==> src/mfs_pkg.sv <==
package mfs_pkg;

  localparam int MAX_USERS   = 1024;
  localparam int MAX_ITEMS   = 1024;
  localparam int MAX_FACTORS = 16;

  localparam int WORD_W = 16;
  localparam int ROW_W  = 10;
  localparam int FAC_W  = 4;
  localparam int ADDR_W = ROW_W + FAC_W;
  localparam int TABLE_DEPTH = MAX_USERS * MAX_FACTORS;

  localparam int ACC_W  = 36;
  localparam int PRED_W = 24;
  localparam int ERR_W  = 25;
  localparam int SQ_W   = 47;
  localparam int G_W    = 38;
  localparam int MA_W   = 40;
  localparam int MB_W   = 25;
  localparam int PROD_W = MA_W + MB_W;

  localparam logic [1:0] CMD_LOAD_USER = 2'd0;
  localparam logic [1:0] CMD_LOAD_ITEM = 2'd1;
  localparam logic [1:0] CMD_TRAIN     = 2'd2;
  localparam logic [1:0] CMD_PREDICT   = 2'd3;

  localparam logic REG_LEARNING_RATE  = 1'b0;
  localparam logic REG_FACTORS_IN_USE = 1'b1;

  localparam logic [15:0] LEARNING_RATE_RESET = 16'd66;
  localparam logic [4:0]  FACTORS_RESET       = 5'd16;

  typedef struct packed {
    logic [1:0]               command;
    logic [ROW_W-1:0]         user_index;
    logic [ROW_W-1:0]         item_index;
    logic [FAC_W-1:0]         factor_index;
    logic signed [WORD_W-1:0] factor_value;
    logic [14:0]              rating;
  } mfs_in_t;

  typedef struct packed {
    logic signed [31:0] prediction;
    logic signed [31:0] error;
    logic [62:0]        squared_error;
  } mfs_out_t;

endpackage

==> src/mfs_mul.sv <==
module mfs_mul import mfs_pkg::*; (
  input  logic                     clk,
  input  logic signed [MA_W-1:0]   a,
  input  logic signed [MB_W-1:0]   b,
  output logic signed [PROD_W-1:0] p
);

  always_ff @(posedge clk) begin
    p <= PROD_W'(a) * PROD_W'(b);
  end

endmodule

==> config.mk <==
export PLATFORM = sky130hd
export DESIGN_NAME = mfs_mul
export DESIGN_NICKNAME = d
export VERILOG_FILES = /design/src/mfs_pkg.sv /design/src/mfs_mul.sv
export SDC_FILE = /design/constraint.sdc
export NUM_CORES = 2
export LEC_CHECK = 0
export ABC_AREA = 1
export BUFFER_PORTS_ARGS = -buffer_cell sky130_fd_sc_hd__buf_2
export CAP_MARGIN = 5
export CORE_MARGIN = 4
export CORE_UTILIZATION = 65
export DETAILED_ROUTE_END_ITERATION = 10
export PLACE_DENSITY = 0.82
export SLEW_MARGIN = 30
export SYNTH_ARGS = -nofsm -noshare
export SYNTH_HDL_FRONTEND = slang
export SYNTH_SLANG_ARGS = --single-unit
==> constraint.sdc <==
create_clock -name clk -period 8.9 [get_ports clk]
set_input_delay 0.445 -clock clk [delete_from_list [all_inputs] [get_ports clk]]
set_output_delay 0.445 -clock clk [all_outputs]
set_load 0.05 [all_outputs]
==> run_results.csv <==
group,metric,value,unit
floorplanning,count_of_pins_on_the_block_boundary,131,
sta,timing_worst_slew_pin_value,1.07,ns
worst_setup_path,startpoint_type,"input port",
cts,max-clock-path-buffers,2,
logic_synthesis,mappedNetlistNets,6212,
global_route,overflow,0,
placement,gpl.final_weighted_congestion,1.07,
worst_setup_path,critical_path.top_delay_family,"adder cells",
cts,total_cts_buffers,9,
worst_setup_path,cp.arrival,7.41,ns
logic_synthesis,yosys_warnings,0,
sta,finalSetupTns,0,ns
cts,cts.clk_slew.worst_paths,0.06,ns
layout,nNetsFinal,6144,
floorplanning,coreArea,57900,um2
route,drt_iter0_drc,2567,
worst_setup_path,worst_setup_path_end_kind,"register",
logic_synthesis,synth-async-reset-ratio,0,
route,wl_per_cell,18.8,um
global_route,gr-usage-all-layers,0.354,
floorplanning,total_die_area,62800,um2
placement,dp.final_hpwl,87800,um
worst_setup_path,cp_common_cell,"fa_1",
sta,final_min_period_over_clock_period,0.810,
worst_hold_path,min_path_type,"input port to register",
sta,worst_slew_margin_rel,0.286,
sta,count_of_pins_over_their_slew_limit,0,
layout,max_flop_register,"p",
route,route.antenna.remaining_nets,0,
cts,post_cts_resize_count,0,
route,avgViaCountPerCell,5.43,
layout,drive_gt1_frac,0.0471,
sta,hold_viol,0,
logic_synthesis,syn_area_per_cell,7.69,um2
floorplanning,initial_utilization,0.660,
logic_synthesis,synthCells,4972,
floorplanning,die_height,251,um
global_route,first_global_vias,34300,
cts,cts_tree,"done",
route,drtPass1Iterations,6,
worst_setup_path,timing.critical_path.fanout_max,32,
layout,most-common-layout-cells,"inv_1, nand2_1, fa_1",
worst_setup_path,critPathMaxStageDelay,0.67,ns
layout,layout_top_registers,"p: 65 flops",
logic_synthesis,synth-seq-cells,65,
route,wl,107000,um
floorplanning,die_width,251,um
placement,portBuffers,130,
layout,largest_reg_flops,65,
cts,cts.sink_count,65,
run,max-cap-violations,0,
global_route,grt_start_max_net_pins,41,
layout,final.fill_count,4749,
worst_setup_path,worstSetupPathType,"input port to register",
worst_setup_path,cp_num_buf_inv,7,
cts,postCtsSetupBuffers,0,
layout,syn_to_final_growth,3.11,%
worst_setup_path,critical_path.cell_chain,"buf_2 > buf_4 > nand2_1 > fa_1 > inv_1 > fa_1 > inv_1 > fa_1 > fa_1 > inv_1 > fa_1 > fa_1 > inv_1 > fa_1 > inv_1 > ha_1 > nand2_1 > nor2_1 > nand2_1 > nor2_2 > nand2_1 > nand3_1 > xor2_1",
worst_setup_path,crit_path_top_delay_cell,"buf_2",
sta,finalSetupViolations,0,
worst_setup_path,critical_path_required,9.10,ns
route,drc,0,
cts,cts_hold_buffers,0,
global_route,antenna_found_initial,6,
cts,htree_levels,3,
worst_setup_path,critical_path_cell_count,23,
run_status,status,"completed",
logic_synthesis,synth_edf_count,0,
global_route,grt_first_pass_wirelength,175000,um
worst_hold_path,min_path_cells,4,
floorplanning,fp-row-count,88,
sta,grt_setup_unrepaired,"no",
logic_synthesis,syn-cell-area,38200,um2
logic_synthesis,synth_flop_type,"dfxtp_1",
logic_synthesis,synth_cell_types,32,
logic_synthesis,synth_sequential_area_ratio,0.0340,
layout,most_common_cell_after_layout_fill_and_taps_aside,"inv_1",
cts,cts_root_buffer,"clkbuf_16",
sta,time_the_final_worst_path_needs_with_i_o_delays_and_setup,7.21,ns
route,vias,30900,
sta,max_freq,139,MHz
## through the flow
step / setup WS, ns / area [um2] / utilization / instances / hold slack [ns]
CTS: 1.82 / 39400 / 0.680 / 5674 / 0.693
global placement: 1.48 / 39100 / 0.675 / 5658 / 0.915
detailed placement: 1.51 / 39100 / 0.675 / 5658 / 0.915
global route: 1.44 / 39400 / 0.681 / 5680 / 0.743
finish: 1.69 / 39400 / 0.681 / 5680 / 0.713
floorplan: 2.59 / 38200 / - / 4972 / 0.778
## Yosys cell counts (all sizes together) (9+ instances only)
cell,number,share of area
dfxtp,65,0.034
nor2,140,0.016
fa,1003,0.53
clkbuf,217,0.021
inv,1588,0.16
nand4,19,0.0031
or2,9,0.0015
nand2,1548,0.15
nor3,13,0.0021
xor2,31,0.0071
ha,171,0.056
nand3,72,0.010
a21oi,52,0.0068
o21bai,16,0.0031
## final cells by class
class	instances	area, um2	share of cell area
Tap cell	765	957	0.0243
Sequential cell	65	1300	0.0330
Antenna cell	6	15.0	0.000381
Clock buffer	9	225	0.00571
Multi-Input combinational cell	3098	30100	0.765
Clock inverter	7	77.6	0.00197
Timing Repair Buffer	141	738	0.0187
Inverter	1589	5960	0.151
## cell families after synthesis
family,share of synthesized area
AO/OA/AOI/OAI,0.0107
XOR/XNOR,0.00802
adder cells (fa/ha/maj),0.581
buffers and inverters,0.178
flip-flops,0.0340
AND/OR/NAND/NOR,0.189
## routing by layer
layer,global-route usage,up-vias,wire length [um]
met5,0,-,0
met4,0.213,0,7900
met3,0.0635,503,9630
met2,0.603,1666,52700
met1,0.422,15300,36400
li1,-,13400,-
## path summary, 6_finish.rpt
check  startpoint  endpoint  slack (ns)
min          a[0]      p[0]        0.71
max          b[5]     p[27]        1.69
Power is left out: the tool's default activity adds up to more than one toggle a clock period on the data nets, which glitch-free logic cannot reach.
